$ cat config.mk
export PLATFORM = sky130hd
export DESIGN_NAME = press_duration_led_sequencer_top
export DESIGN_NICKNAME = d
export VERILOG_FILES = /design/src/pdls_pkg.sv /design/src/pdls_classify.sv /design/src/pdls_core.sv /design/src/press_duration_led_sequencer_top.sv
export SDC_FILE = /design/constraint.sdc
export NUM_CORES = 1
export LEC_CHECK = 0
export ABC_AREA = 1
export BUFFER_PORTS_ARGS = -buffer_cell sky130_fd_sc_hd__buf_2
export CAP_MARGIN = 20
export CORE_ASPECT_RATIO = 2
export CORE_MARGIN = 8
export CORE_UTILIZATION = 52
export CTS_CLUSTER_SIZE = 16
export DETAILED_ROUTE_END_ITERATION = 8
export GPL_ROUTABILITY_DRIVEN = 0
export GPL_TIMING_DRIVEN = 0
export HOLD_SLACK_MARGIN = 0.03
export PLACE_DENSITY_LB_ADDON = 0.12
export SLEW_MARGIN = 10
export SYNTH_ARGS = -nofsm -noshare
export SYNTH_HDL_FRONTEND = slang
export SYNTH_SLANG_ARGS = --single-unit
$ cat constraint.sdc
create_clock -name clk -period 8.91 [get_ports clk]
set_input_delay 0.4455 -clock clk [delete_from_list [all_inputs] [get_ports clk]]
set_output_delay 0.4455 -clock clk [all_outputs]
set_load 0.005 [all_outputs]
$ cat src/pdls_pkg.sv
// shared constants, types and codes for the press duration led sequencer
package pdls_pkg;

	localparam int LED_COUNT = 8;
	localparam int TIME_BITS = 32;
	localparam int LIMIT_BITS = 32;
	localparam int DEBOUNCE_BITS = 16;
	localparam int STEP_BITS = 16;
	localparam int COUNT_BITS = 8;
	localparam int CMP_BITS = (TIME_BITS > LIMIT_BITS) ? TIME_BITS : LIMIT_BITS;

	localparam int CFG_DATA_BITS = 32;
	localparam int CFG_INDEX_BITS = 2;

	localparam logic [CFG_INDEX_BITS-1:0] REG_DEBOUNCE_MS = 2'd0;
	localparam logic [CFG_INDEX_BITS-1:0] REG_SHORT_LIMIT = 2'd1;
	localparam logic [CFG_INDEX_BITS-1:0] REG_LONG_LIMIT = 2'd2;
	localparam logic [CFG_INDEX_BITS-1:0] REG_STEP_PERIOD = 2'd3;

	localparam logic [DEBOUNCE_BITS-1:0] DEBOUNCE_RESET = 16'd50;
	localparam logic [LIMIT_BITS-1:0] SHORT_RESET = 32'd1000;
	localparam logic [LIMIT_BITS-1:0] LONG_RESET = 32'd5000;
	localparam logic [STEP_BITS-1:0] STEP_RESET = 16'd1000;

	localparam logic [COUNT_BITS-1:0] COUNT_TOP = 8'd255;

	typedef logic [TIME_BITS-1:0] time_t;
	typedef logic [LED_COUNT-1:0] led_t;

	typedef enum logic [1:0] {
		CMD_TICK   = 2'd0,
		CMD_KEY1   = 2'd1,
		CMD_KEY2   = 2'd2,
		CMD_UNUSED = 2'd3
	} cmd_t;

	typedef enum logic [2:0] {
		EV_NONE     = 3'd0,
		EV_TOGGLE   = 3'd1,
		EV_UP       = 3'd2,
		EV_DOWN     = 3'd3,
		EV_BOUNDARY = 3'd4,
		EV_CLEAR    = 3'd5
	} event_t;

	typedef enum logic [1:0] {
		ACT_BOUNDARY = 2'd0,
		ACT_TOGGLE   = 2'd1,
		ACT_UP       = 2'd2,
		ACT_DOWN     = 2'd3
	} action_t;

	typedef struct packed {
		logic [DEBOUNCE_BITS-1:0] debounce_ms;
		logic [LIMIT_BITS-1:0]    short_limit;
		logic [LIMIT_BITS-1:0]    long_limit;
		logic [STEP_BITS-1:0]     step_period;
	} cfg_t;

	typedef struct packed {
		logic [7:0] led_pattern;
		logic       counting;
		event_t     event_code;
	} result_t;

endpackage

$ cat src/pdls_classify.sv
// press duration classifier: picks the action for a finished press
module pdls_classify (
	input  pdls_pkg::time_t                       duration,
	input  logic [pdls_pkg::LIMIT_BITS-1:0]       short_limit,
	input  logic [pdls_pkg::LIMIT_BITS-1:0]       long_limit,
	output pdls_pkg::action_t                     action
);
	import pdls_pkg::*;

	logic [CMP_BITS-1:0] dur_w;
	logic [CMP_BITS-1:0] short_w;
	logic [CMP_BITS-1:0] long_w;

	assign dur_w = CMP_BITS'(duration);
	assign short_w = CMP_BITS'(short_limit);
	assign long_w = CMP_BITS'(long_limit);

	// ranges are tested in order, first match wins
	always_comb begin
		priority if (dur_w != '0 && dur_w < short_w) begin
			action = ACT_TOGGLE;
		end else if (dur_w > short_w && dur_w < long_w) begin
			action = ACT_UP;
		end else if (dur_w > long_w) begin
			action = ACT_DOWN;
		end else begin
			action = ACT_BOUNDARY;
		end
	end

endmodule

$ cat src/pdls_core.sv
// sequencer state and single pass next-state logic for one item
module pdls_core (
	input  logic              clk,
	input  logic              arst_n,
	input  logic              advance,
	input  pdls_pkg::cmd_t    cmd,
	input  logic              key_level,
	input  pdls_pkg::cfg_t    cfg,
	output pdls_pkg::result_t result
);
	import pdls_pkg::*;

	typedef enum logic [1:0] {
		MODE_IDLE = 2'd0,
		MODE_UP   = 2'd1,
		MODE_DOWN = 2'd2
	} mode_t;

	time_t                 now_q, now_n;
	time_t                 last_q, last_n;
	time_t                 press_q, press_n;
	logic                  held_q, held_n;
	led_t                  led_q, led_n;
	mode_t                 mode_q, mode_n;
	logic [STEP_BITS-1:0]  step_q, step_n;
	logic [COUNT_BITS-1:0] count_q, count_n;
	event_t                ev;

	time_t                 since;
	time_t                 duration;
	logic [STEP_BITS-1:0]  timer_inc;
	logic [COUNT_BITS-1:0] count_inc;
	logic [COUNT_BITS-1:0] count_dec;
	action_t               action;

	assign since = now_q - last_q;
	assign duration = now_q - press_q;
	assign timer_inc = step_q + 1'b1;
	assign count_inc = count_q + 1'b1;
	assign count_dec = count_q - 1'b1;

	pdls_classify u_classify (
		.duration    (duration),
		.short_limit (cfg.short_limit),
		.long_limit  (cfg.long_limit),
		.action      (action)
	);

	always_comb begin
		now_n = now_q;
		last_n = last_q;
		press_n = press_q;
		held_n = held_q;
		led_n = led_q;
		mode_n = mode_q;
		step_n = step_q;
		count_n = count_q;
		ev = EV_NONE;
		if (advance) begin
			unique case (cmd)
				CMD_TICK: begin
					now_n = now_q + 1'b1;
					if (mode_q != MODE_IDLE) begin
						step_n = timer_inc;
						if (timer_inc >= cfg.step_period) begin
							step_n = '0;
							if (mode_q == MODE_UP) begin
								if (count_q == COUNT_TOP) begin
									mode_n = MODE_IDLE;
								end else begin
									count_n = count_inc;
									led_n = led_t'(count_inc);
								end
							end else begin
								if (count_q == '0) begin
									mode_n = MODE_IDLE;
								end else begin
									count_n = count_dec;
									led_n = led_t'(count_dec);
								end
							end
						end
					end
				end
				CMD_KEY1: begin
					// debounce window measured from the last accepted edge
					if (CMP_BITS'(since) > CMP_BITS'(cfg.debounce_ms)) begin
						if (!key_level) begin
							if (!held_q) begin
								last_n = now_q;
								press_n = now_q;
								held_n = 1'b1;
							end
						end else if (held_q) begin
							last_n = now_q;
							held_n = 1'b0;
							mode_n = MODE_IDLE;
							unique case (action)
								ACT_TOGGLE: begin
									led_n = ~led_q;
									ev = EV_TOGGLE;
								end
								ACT_UP: begin
									mode_n = MODE_UP;
									count_n = '0;
									step_n = '0;
									led_n = '0;
									ev = EV_UP;
								end
								ACT_DOWN: begin
									mode_n = MODE_DOWN;
									count_n = COUNT_TOP;
									step_n = '0;
									led_n = led_t'(COUNT_TOP);
									ev = EV_DOWN;
								end
								ACT_BOUNDARY: begin
									ev = EV_BOUNDARY;
								end
							endcase
						end
					end
				end
				CMD_KEY2: begin
					mode_n = MODE_IDLE;
					led_n = '0;
					ev = EV_CLEAR;
				end
				CMD_UNUSED: begin
				end
			endcase
		end
	end

	always_ff @(posedge clk or negedge arst_n) begin
		if (!arst_n) begin
			now_q <= '0;
			last_q <= '0;
			press_q <= '0;
			held_q <= 1'b0;
			led_q <= '0;
			mode_q <= MODE_IDLE;
			step_q <= '0;
			count_q <= '0;
		end else begin
			now_q <= now_n;
			last_q <= last_n;
			press_q <= press_n;
			held_q <= held_n;
			led_q <= led_n;
			mode_q <= mode_n;
			step_q <= step_n;
			count_q <= count_n;
		end
	end

	assign result.led_pattern = 8'(led_n);
	assign result.counting = (mode_n != MODE_IDLE);
	assign result.event_code = ev;

	a_key2_clears: assert property (@(posedge clk) disable iff (!arst_n)
		advance && cmd == CMD_KEY2 |=> mode_q == MODE_IDLE && led_q == '0)
		else $error("key 2 event did not stop the count and clear the leds");

	a_tick_advances_time: assert property (@(posedge clk) disable iff (!arst_n)
		advance && cmd == CMD_TICK |=> now_q == $past(now_q) + 1'b1)
		else $error("tick did not advance the time counter");

	a_hold_when_stalled: assert property (@(posedge clk) disable iff (!arst_n)
		!advance |=> $stable(now_q) && $stable(mode_q) && $stable(led_q) && $stable(held_q))
		else $error("state changed without an item");

	a_press_marks_edge: assert property (@(posedge clk) disable iff (!arst_n)
		$rose(held_q) |-> press_q == last_q)
		else $error("press start and last edge time disagree");

	a_start_needs_release: assert property (@(posedge clk) disable iff (!arst_n)
		mode_q == MODE_IDLE && mode_n != MODE_IDLE |-> cmd == CMD_KEY1 && held_q && key_level)
		else $error("count started without an accepted release");

endmodule

$ cat src/press_duration_led_sequencer_top.sv
// top level of the press duration led sequencer: ports, config registers, pipeline registers
//
// The block takes one item per clock while the result side keeps up: a
// millisecond tick, a key 1 edge with its pin level, or a key 2 event.
// Every item produces exactly one result carrying the led pattern after the
// item, a counting flag and an event code. An accepted item sits in an input
// register, is worked in a single combinational pass against the sequencer
// state and lands in the result register, where its result becomes valid;
// a new item can be taken in every cycle as long as the result side keeps up.
// The result register decouples the two sides: while a result waits, the
// input register still holds one more item. Configuration registers
// (debounce_ms, short_limit, long_limit, step_period) load on any cycle with
// cfg_write high and take effect for the next item worked; write them only
// while no item is in flight.
module press_duration_led_sequencer_top (
	input  logic                                 clk,
	input  logic                                 arst_n,
	// input channel
	input  logic                                 in_valid,
	output logic                                 in_ready,
	input  logic [1:0]                           command,
	input  logic                                 key_level,
	// result channel
	output logic                                 out_valid,
	input  logic                                 out_ready,
	output logic [7:0]                           led_pattern,
	output logic                                 counting,
	output logic [2:0]                           event_code,
	// configuration write port
	input  logic                                 cfg_write,
	input  logic [pdls_pkg::CFG_INDEX_BITS-1:0]  cfg_index,
	input  logic [pdls_pkg::CFG_DATA_BITS-1:0]   cfg_data
);
	import pdls_pkg::*;

	// configuration registers
	cfg_t    cfg_q;

	// input register stage
	logic    valid_s1;
	cmd_t    cmd_s1;
	logic    level_s1;

	// result register
	logic    out_valid_q;
	result_t result_q;

	result_t result;
	logic    advance;

	// the stage moves on when the result register is empty or being emptied
	assign advance = valid_s1 && (!out_valid_q || out_ready);
	assign in_ready = !valid_s1 || advance;

	always_ff @(posedge clk or negedge arst_n) begin
		if (!arst_n) begin
			cfg_q.debounce_ms <= DEBOUNCE_RESET;
			cfg_q.short_limit <= SHORT_RESET;
			cfg_q.long_limit <= LONG_RESET;
			cfg_q.step_period <= STEP_RESET;
		end else if (cfg_write) begin
			unique case (cfg_index)
				REG_DEBOUNCE_MS: cfg_q.debounce_ms <= cfg_data[DEBOUNCE_BITS-1:0];
				REG_SHORT_LIMIT: cfg_q.short_limit <= cfg_data[LIMIT_BITS-1:0];
				REG_LONG_LIMIT:  cfg_q.long_limit <= cfg_data[LIMIT_BITS-1:0];
				REG_STEP_PERIOD: cfg_q.step_period <= cfg_data[STEP_BITS-1:0];
			endcase
		end
	end

	// input register: valid cleared by reset, payload loaded on a transfer
	always_ff @(posedge clk or negedge arst_n) begin
		if (!arst_n) begin
			valid_s1 <= 1'b0;
		end else if (in_ready) begin
			valid_s1 <= in_valid;
		end
	end

	always_ff @(posedge clk) begin
		if (in_valid && in_ready) begin
			cmd_s1 <= cmd_t'(command);
			level_s1 <= key_level;
		end
	end

	pdls_core u_core (
		.clk       (clk),
		.arst_n    (arst_n),
		.advance   (advance),
		.cmd       (cmd_s1),
		.key_level (level_s1),
		.cfg       (cfg_q),
		.result    (result)
	);

	// result register: filled when the stage advances, drained on a transfer
	always_ff @(posedge clk or negedge arst_n) begin
		if (!arst_n) begin
			out_valid_q <= 1'b0;
		end else if (advance) begin
			out_valid_q <= 1'b1;
		end else if (out_ready) begin
			out_valid_q <= 1'b0;
		end
	end

	always_ff @(posedge clk) begin
		if (advance) begin
			result_q <= result;
		end
	end

	assign out_valid = out_valid_q;
	assign led_pattern = result_q.led_pattern;
	assign counting = result_q.counting;
	assign event_code = result_q.event_code;

endmodule
# Word level (Yosys, flattened, before mapping)
# Index checks and enable logic that the tools add are counted.
[classes] addsub=6 n_lt_le_gt_ge=6 eq_ne=21 muxes=53 bitwise_logic=3 n_reduce_logical=28
[ops] cell="8-bit two-way mux" n=17
[ops] cell="16-bit two-way mux" n=6
[ops] cell="32-bit two-way mux" n=3
[ops] cell="32-bit greater-than comparator" n=2
[ops] cell="32-bit less-than comparator" n=2
[ops] cell="32-bit subtractor" n=2
[ops] cell="8-bit one-hot mux with 3 select lines" n=2
[ops] cell="32-bit by 1-bit adder with 32-bit output, second input constant" n=1
[ops] cell="32-bit by 16-bit greater-than comparator with 1-bit output" n=1
[ops] cell="16-bit one-hot mux with 2 select lines" n=1
[ops] cell="8-bit one-hot mux with 2 select lines" n=2
[ops] cell="32-bit nonzero test" n=1
[ops] cell="2-bit two-way mux" n=12
[ops] cell="16-bit by 1-bit adder with 16-bit output, second input constant" n=1
[ops] cell="16-bit >= comparator" n=1
[ops] cell="3-bit one-hot mux with 4 select lines" n=1
[ops] cell="2-bit equality test, second input constant" n=5
[ops] cell="2-bit by 1-bit inequality test with 1-bit output, second input constant" n=5
[ops] cell="10-bit AND reduction" n=1
[ops] cell="2-bit AND reduction" n=5
[ops] cell="5-bit AND reduction" n=2
[ops] cell="3-bit two-way mux" n=3
[ops] cell="8-bit by 1-bit adder with 8-bit output, second input constant" n=1
[ops] cell="2-bit by 1-bit equality test with 1-bit output, second input constant" n=4
[ops] cell="21 further kinds" n=36
[totals] ff_bits=244 input_bits=42 wordCells=136

# Depth between registers and ports, before layout
# Gate-level depths: netlist of run 1.
[depth] word_depth=13 mapped_depth=30 ltp_nobuf=30

# By module
# From an unflattened synthesis of run 1, not the netlist that was laid out.
[unflattened] cells_unflattened=2633 hier_area_um2=18728.0
[by_module_without_submodules] mod="pdls_core" instances=1 cells_each=1878 area_each_um2=12288.0
[by_module_without_submodules] mod="press_duration_led_sequencer_top" instances=1 cells_each=455 area_each_um2=4603.2
[by_module_without_submodules] mod="pdls_classify" instances=1 cells_each=300 area_each_um2=1836.8

# Least setup slack after synthesis of run 1
# Ideal clock, no wire load.
[synth_timing] path_kind="flip-flop to flip-flop" startpoint="register u_core.now_q[0]" endpoint="register result_q, in the netlist led_pattern[1], data pin" arrival_ns=3.569 t_required_ns=8.647 setup_slack_ns=5.079 stages_incl_launch_ff=29 n_path_buf=0 synth_period_minus_slack_ns=3.831 path_cell_list="dfrtp_1 inv_1 ha_1 inv_1 fa_1 nand3_1 nand3_1 nand3_1 nand3_1 nand2_1 nand2_1 nand2_1 nand2_1 ha_1 nand2_1 nor2_1 nand2_1 nor4_1 nand3_1 nand2_1 nor2_1 nand3_1 nand2_1 inv_1 nand2_1 nand2_1 nand2_1 nand3_1 a21oi_1"
[synth_rtl] element="start, declared" line="pdls_core.sv:19" text="time_t now_q, now_n;"
[synth_rtl] element="start signal, assigned" line="pdls_core.sv:146" text="now_q <= now_n;"
[synth_rtl] element="end signal, assigned" line="press_duration_led_sequencer_top.sv:110" text="result_q <= result;"
[synth_rtl] element="end, declared" line="press_duration_led_sequencer_top.sv:46" text="result_t result_q;"

==> flow_summary.toml, run 1 <==
[final_layout]
area_growth_pct = 9.54
n_antenna_cell = 0
n_fill_cell = 3583
fin_nets = 3006
drive_above_1_share_pct = 7.15
final_cells = 3263

[run_status]
status = "finished, final reports clean"

[power]
ir_drop_v = 0.000205
p_leak_uw = 0.0113
power.density_nw_per_um2 = 314

[logic_synthesis]
synth_cells = 2710
yosys.area_share.xor_xnor_pct = 3.45
synth_area_leaders = "dfrtp_1 28%, nand2_1 17%, ha_1 11%"
synth_compound_area_share_pct = 11.3
syn_nets = 2921
yosysMostFrequentCell = "nand2_1"
syn_area_per_cell_um2 = 6.84
yosysWarnings = 0
synth-simple-area-share_pct = 27.7
async_reset_ff_share_pct = 93.9
synth_seq_cells = 244
synth_top_area_cell = "dfrtp_1"
synth_fa_ha_area_share_pct = 11.5
synth_top_area_share_pct = 28.2
synth_area_um2 = 18500
synthMuxAreaShare_pct = 0
synthFlopType = "dfrtp_1"
synth-seq-area-share_pct = 33.5
yosys-top-cells-count = "840 x nand2_1, 548 x inv_1, 209 x dfrtp_1"
synth_top_family_by_area = "simple AND/OR/NAND/NOR gates"
yosysUniqueCellTypes = 53
synth_edf_count = 15

[timing]
relSlewSlack_pct = 32.7
worstMarginPinSlew_ns = 1.00
hold_violations = 0
rsz0062_at_grt = "no"
finalSetupViolations = 0
max_freq_mhz = 181
clock_skew_ns = 0.0215
period_needed_ns = 5.53
fin_setup_tns_ns = 0
period_share_pct = 62.1
slew_viol_final = 0

[critical_path]
start_kind = "flip-flop"
critPathMaxFanout = 10
end_kind = "flip-flop"
crit_required_ns = 9.26
worstSetupPathType = "flip-flop to flip-flop"
crit_arrival_ns = 5.88

[clocking]
insertion_delay_ns = 0.56
cts_buffers = 25
cts_tree = "built"
path_clk_slew_ns = 0.07
postCtsSetupRepairBufs = 0
cts_sinks = 244
ctsHtreeMaxLevel = 1
root_buffer = "clkbuf_16"
clockBufferDepth = 3

[die]
die_w_um = 150
floorplan.initialDensity_pct = 52.3
rows = 98
coreArea_um2 = 35400
die_y_um = 283
io_pins = 56
die_area_um2 = 42300

[grt]
grt.overflow.total = 0
antenna_found_initial = 0
track_usage_pct = 23.7
grt_pass1_wl_um = 81300
first_global_vias = 16200
grt_max_degree = 94

[place]
io_buffers = 55
dp.cells = 3217
post-dp-hpwl_um = 40300

[routing]
wl_per_cell_um = 15.2
wirelength_um = 49700
drtIter0Drc = 1084
vias_per_cell = 5.11
via_count = 16700
drtAntennaViolNets = 0
drtPass1Iterations = 6
drc = 0

[flow_run]
maxCapViolations = 0

[min_path]
hp-class = "primary input to flip-flop"
## cell usage in the layout, fill, tap and decap left out, drive strengths merged, types with 2 or more instances in the layout
cell    count
edfxtp     15
o22ai       5
inv       556
xnor2       8
a211oi      2
nand2     850
nor4        6
dfrtp     209
buf        77
a22oi       4
and2        2
nor2      180
o21a        7
clkbuf     62
a21o        5
a21oi     112
o211ai      5
a31oi       8
ha        167
or2         2
o21bai      3
o21ai     220
nand3     134
nor3       24
clkinv      8
nand4      29
a31o        2
xor2       65
o31ai       2
nand3b     11
bufinv      3
dfstp      20
fa          2
## timing repair
action	4_1_cts	5_1_grt
hold buffers	1	0
hold endpoints to repair	49	0
resized for setup	0	0
endpoints found under the setup margin	0	0
## power by group
part           internal [uW]  switching (uW)
logic                   1320            2420
registers               1360             154
clock network            654             471
## critical path, cell delays in order, from the launching register on
cell,delay (ns)
dfrtp_1,0.43
inv_1,0.17
ha_1,0.17
inv_1,0.07
fa_1,0.45
nand3_1,0.11
nand3_1,0.15
nand3_1,0.11
nand3_1,0.19
xor2_1,0.30
inv_1,0.12
ha_1,0.28
nand2_1,0.06
nor4_1,0.37
o21ai_0,0.22
nand2_1,0.13
nand2_1,0.09
nand2_1,0.25
nand3_1,0.52
nand2_1,0.32
inv_1,0.06
nand2_1,0.08
nand2_1,0.19
nand2_1,0.11
nand3_1,0.07
a21oi_1,0.29
## final timing paths
check | start | to | slack [ns] | cells past startpoint
worst max register to register | u_core.now_q[0] | led_pattern[7] | 3.38 | 25
min in group asynchronous | arst_n | cfg_q[44] | 0.41 | 2
max in group asynchronous | arst_n | cfg_q[6] | 7.25 | 4
worst max-delay path | u_core.now_q[0] | led_pattern[7] | 3.38 | 25
worst min-delay path | command[1] | cmd_s1[1] | 0.06 | 1
worst min register to register | cfg_q[30] | cfg_q[30] | 0.48 | 2
## metrics by stage
| stage | setup WS, ns | util (%) | hold WS (ns) | area (um2) | total power, uW |
|---|---|---|---|---|---|
| floorplan | 5.08 | - | 0.150 | 18500 | 4300 |
| global placement | 3.20 | 54.7 | 0.467 | 19400 | 5150 |
| detailed placement | 3.38 | 54.9 | 0.408 | 19500 | 5240 |
| CTS | 3.35 | 57.3 | 0.0420 | 20300 | 6390 |
| global route | 3.00 | 57.3 | 0.0478 | 20300 | 7040 |
| finish | 3.38 | 57.3 | 0.0646 | 20300 | 6380 |
## layer usage
layer	vias to the layer above	global-route usage, %	wire, um
met4	0	11.1	2470
met2	348	40.4	23800
met5	-	0	0
met1	7651	28.9	21300
li1	8607	-	-
met3	78	2.71	2160
## flip-flops by register name, indices dropped and copies added, names as in the netlist, 2 cells and up
name            flops
led_pattern         8
cmd_s1              2
u_core.count_q      8
u_core.press_q     32
cfg_q              96
u_core.mode_q       2
event_code          3
u_core.step_q      16
u_core.last_q      32
u_core.led_q        8
u_core.now_q       32
## cell families after synthesis
family	Yosys count
and+or+nand+nor	1241
buffers and inverters	605
AOI/OAI and AO/OA	378
adders and majority gates	169
DFF	244
xor gates and xnor gates	73
## area by class of cell
| class | count | area (um2) | share of cell area [%] |
|---|---|---|---|
| buffer | 45 | 246 | 1.21 |
| clock buffer | 37 | 731 | 3.60 |
| clock inverter | 8 | 125 | 0.616 |
| inverter | 560 | 2100 | 10.3 |
| multi-input combinational | 1861 | 9990 | 49.2 |
| sequential | 244 | 6210 | 30.5 |
| tap | 450 | 563 | 2.77 |
| timing repair buffer | 58 | 350 | 1.72 |
(Power assumes the default switching activity.)
==> run 2: changes to the inputs <==
clock period = 4.8 ns   (was 8.91 ns; I/O delays follow)
==> run 2 against run 1 <==
Compared with the run above:
- combinational power is 89% higher
- non-clock buffer count grew 24
- cell area grew 1.8%
- maximum frequency rose by 24%
- clock skew up 0.0029 ns
- critical path type unchanged
- critical endpoint unchanged
==> flow_summary.toml, run 2 (synthesis results as in run 1) <==
[run_status]
status = "finished, final reports clean"

[timing]
period_share_pct = 92.7
fin_setup_tns_ns = 0
relSlewSlack_pct = 54.9
period_needed_ns = 4.45
max_freq_mhz = 225
clock_skew_ns = 0.0243
worstMarginPinSlew_ns = 0.677
rsz0062_at_grt = "yes"
hold_violations = 0
worst_slack_ns = 0.350
slew_viol_final = 0
finalSetupViolations = 0

[critical_path]
worstSetupPathType = "flip-flop to flip-flop"
slowest_stage = "fa_1"
max_stage_delay_ns = 0.45
critPathMaxFanout = 8
start_kind = "flip-flop"
ff2ff_path_depth = 27
crit_required_ns = 5.19
end_kind = "flip-flop"
cpMostUsedCell = "nand2_1"
crit_arrival_ns = 4.84

[routing]
drtPass1Iterations = 6
drtAntennaViolNets = 0
vias_per_cell = 5.11
wl_met2_um = 24200
wl_met3_um = 2310
via_count = 16800
drc = 0
drtIter0Drc = 1123
highest_layer = "met4"
wl_per_cell_um = 15.3
wirelength_um = 50100
wl_met1_um = 21200

[clocking]
cts_sinks = 244
insertion_delay_ns = 0.56
root_buffer = "clkbuf_16"
cts_tree = "built"
clockBufferDepth = 3
cts_buffers = 25
path_clk_slew_ns = 0.07
ctsHtreeMaxLevel = 1

[power]
ir_drop_v = 0.000380
p_leak_uw = 0.0115
clkPwrFrac_pct = 17.4
comb_power_share_pct = 59.1
switching_share_pct = 47.8
seqPwrFrac_pct = 23.4
power.density_nw_per_um2 = 580
p_switching_uw = 5720
intPower_uw = 6260

[final_layout]
largest_register_ffs = 96
drive_above_1_share_pct = 7.86
final_common_cell = "nand2_1"
register_area_um2 = 6210
fin_nets = 3030
top_register = "cfg_q"
final_cells = 3287
n_fill_cell = 3537
fin_util_pct = 58.3
final_cell_mix = "837 x nand2_1, 547 x inv_1, 209 x dfrtp_1"
n_antenna_cell = 0
area_growth_pct = 11.5
multiInputGateArea_um2 = 10100

[min_path]
hp-class = "primary input to flip-flop"
hold_depth = 3

[die]
rows = 98
coreArea_um2 = 35400
floorplan.initialDensity_pct = 52.3
die_w_um = 150
die_y_um = 283
die_area_um2 = 42300
io_pins = 56

[place]
dp.cells = 3217
io_buffers = 55
post-dp-hpwl_um = 40300
place_ws_ns = -0.731

[grt]
grt_max_degree = 94
grt.overflow.total = 0
grt_pass1_wl_um = 81900
track_usage_pct = 23.9
first_global_vias = 16300
antenna_found_initial = 0

[flow_run]
maxCapViolations = 0
[run 2: final cells by class]
cell class                      count  area share, %
Multi-Input combinational cell   1861           48.8
Sequential cell                   244           30.0
Inverter                          560           10.2
Clock buffer                       37           3.53
Timing Repair Buffer               82           2.83
Tap cell                          450           2.72
Buffer                             45           1.29
Clock inverter                      8          0.605
[run 2: through the flow]
stage / instance area (um2) / power [uW] / hold WS, ns
floorplan: 18500 / 7990 / -0.0556
global placement: 19400 / 9560 / 0.417
detailed placement: 19500 / 9720 / 0.203
CTS: 20600 / 11900 / 0.0560
global route: 20700 / 13200 / 0.0534
finish: 20700 / 12000 / 0.0696
[run 2: power groups by stage]
stage	registers (uW)	clock network (uW)	logic, uW
4_1_cts	2800	2130	7000
6_report	2810	2090	7080
2_1_floorplan	2750	0	5230
3_3_place_gp	2830	0	6730
5_1_grt	2860	2210	8150
3_5_place_dp	2830	0	6890
[run 2: repair_timing]
action / CTS / global route
pin swaps: 1 / 0
hold endpoints to repair: 97 / 0
setup buffers: 0 / 2
cloned: 0 / 0
endpoints found under the setup margin: 43 / 107
gates resized for setup: 12 / 22
hold buffers: 23 / 0
[run 2: layer usage]
layer  vias up  global-route usage (%)
li1       8650                       -
met1      7690                    29.1
met2       370                    40.9
met3        77                    2.76
met4         0                    11.1
met5         -                       0
[run 2: final timing paths]
| check | to | start | slack, ns |
|---|---|---|---|
| max reg2reg | led_pattern[7] | u_core.now_q[0] | 0.35 |
| max | led_pattern[7] | u_core.now_q[0] | 0.35 |
| min reg2reg | cfg_q[74] | cfg_q[74] | 0.48 |
| max in group asynchronous | cfg_q[6] | arst_n | 3.36 |
| min | cfg_q[83] | cfg_data[3] | 0.07 |
| min in group asynchronous | cfg_q[44] | arst_n | 0.21 |
[run 2: critical path: cells and delay by family, from the launching register on]
family | cells | cell delay, ns
AND/OR/NAND/NOR | 19 | 2.31
buffers and inverters | 3 | 0.24
adder cells (fa/ha/maj) | 3 | 0.90
AO/OA/AOI/OAI | 2 | 0.39
flip-flops | 1 | 0.44
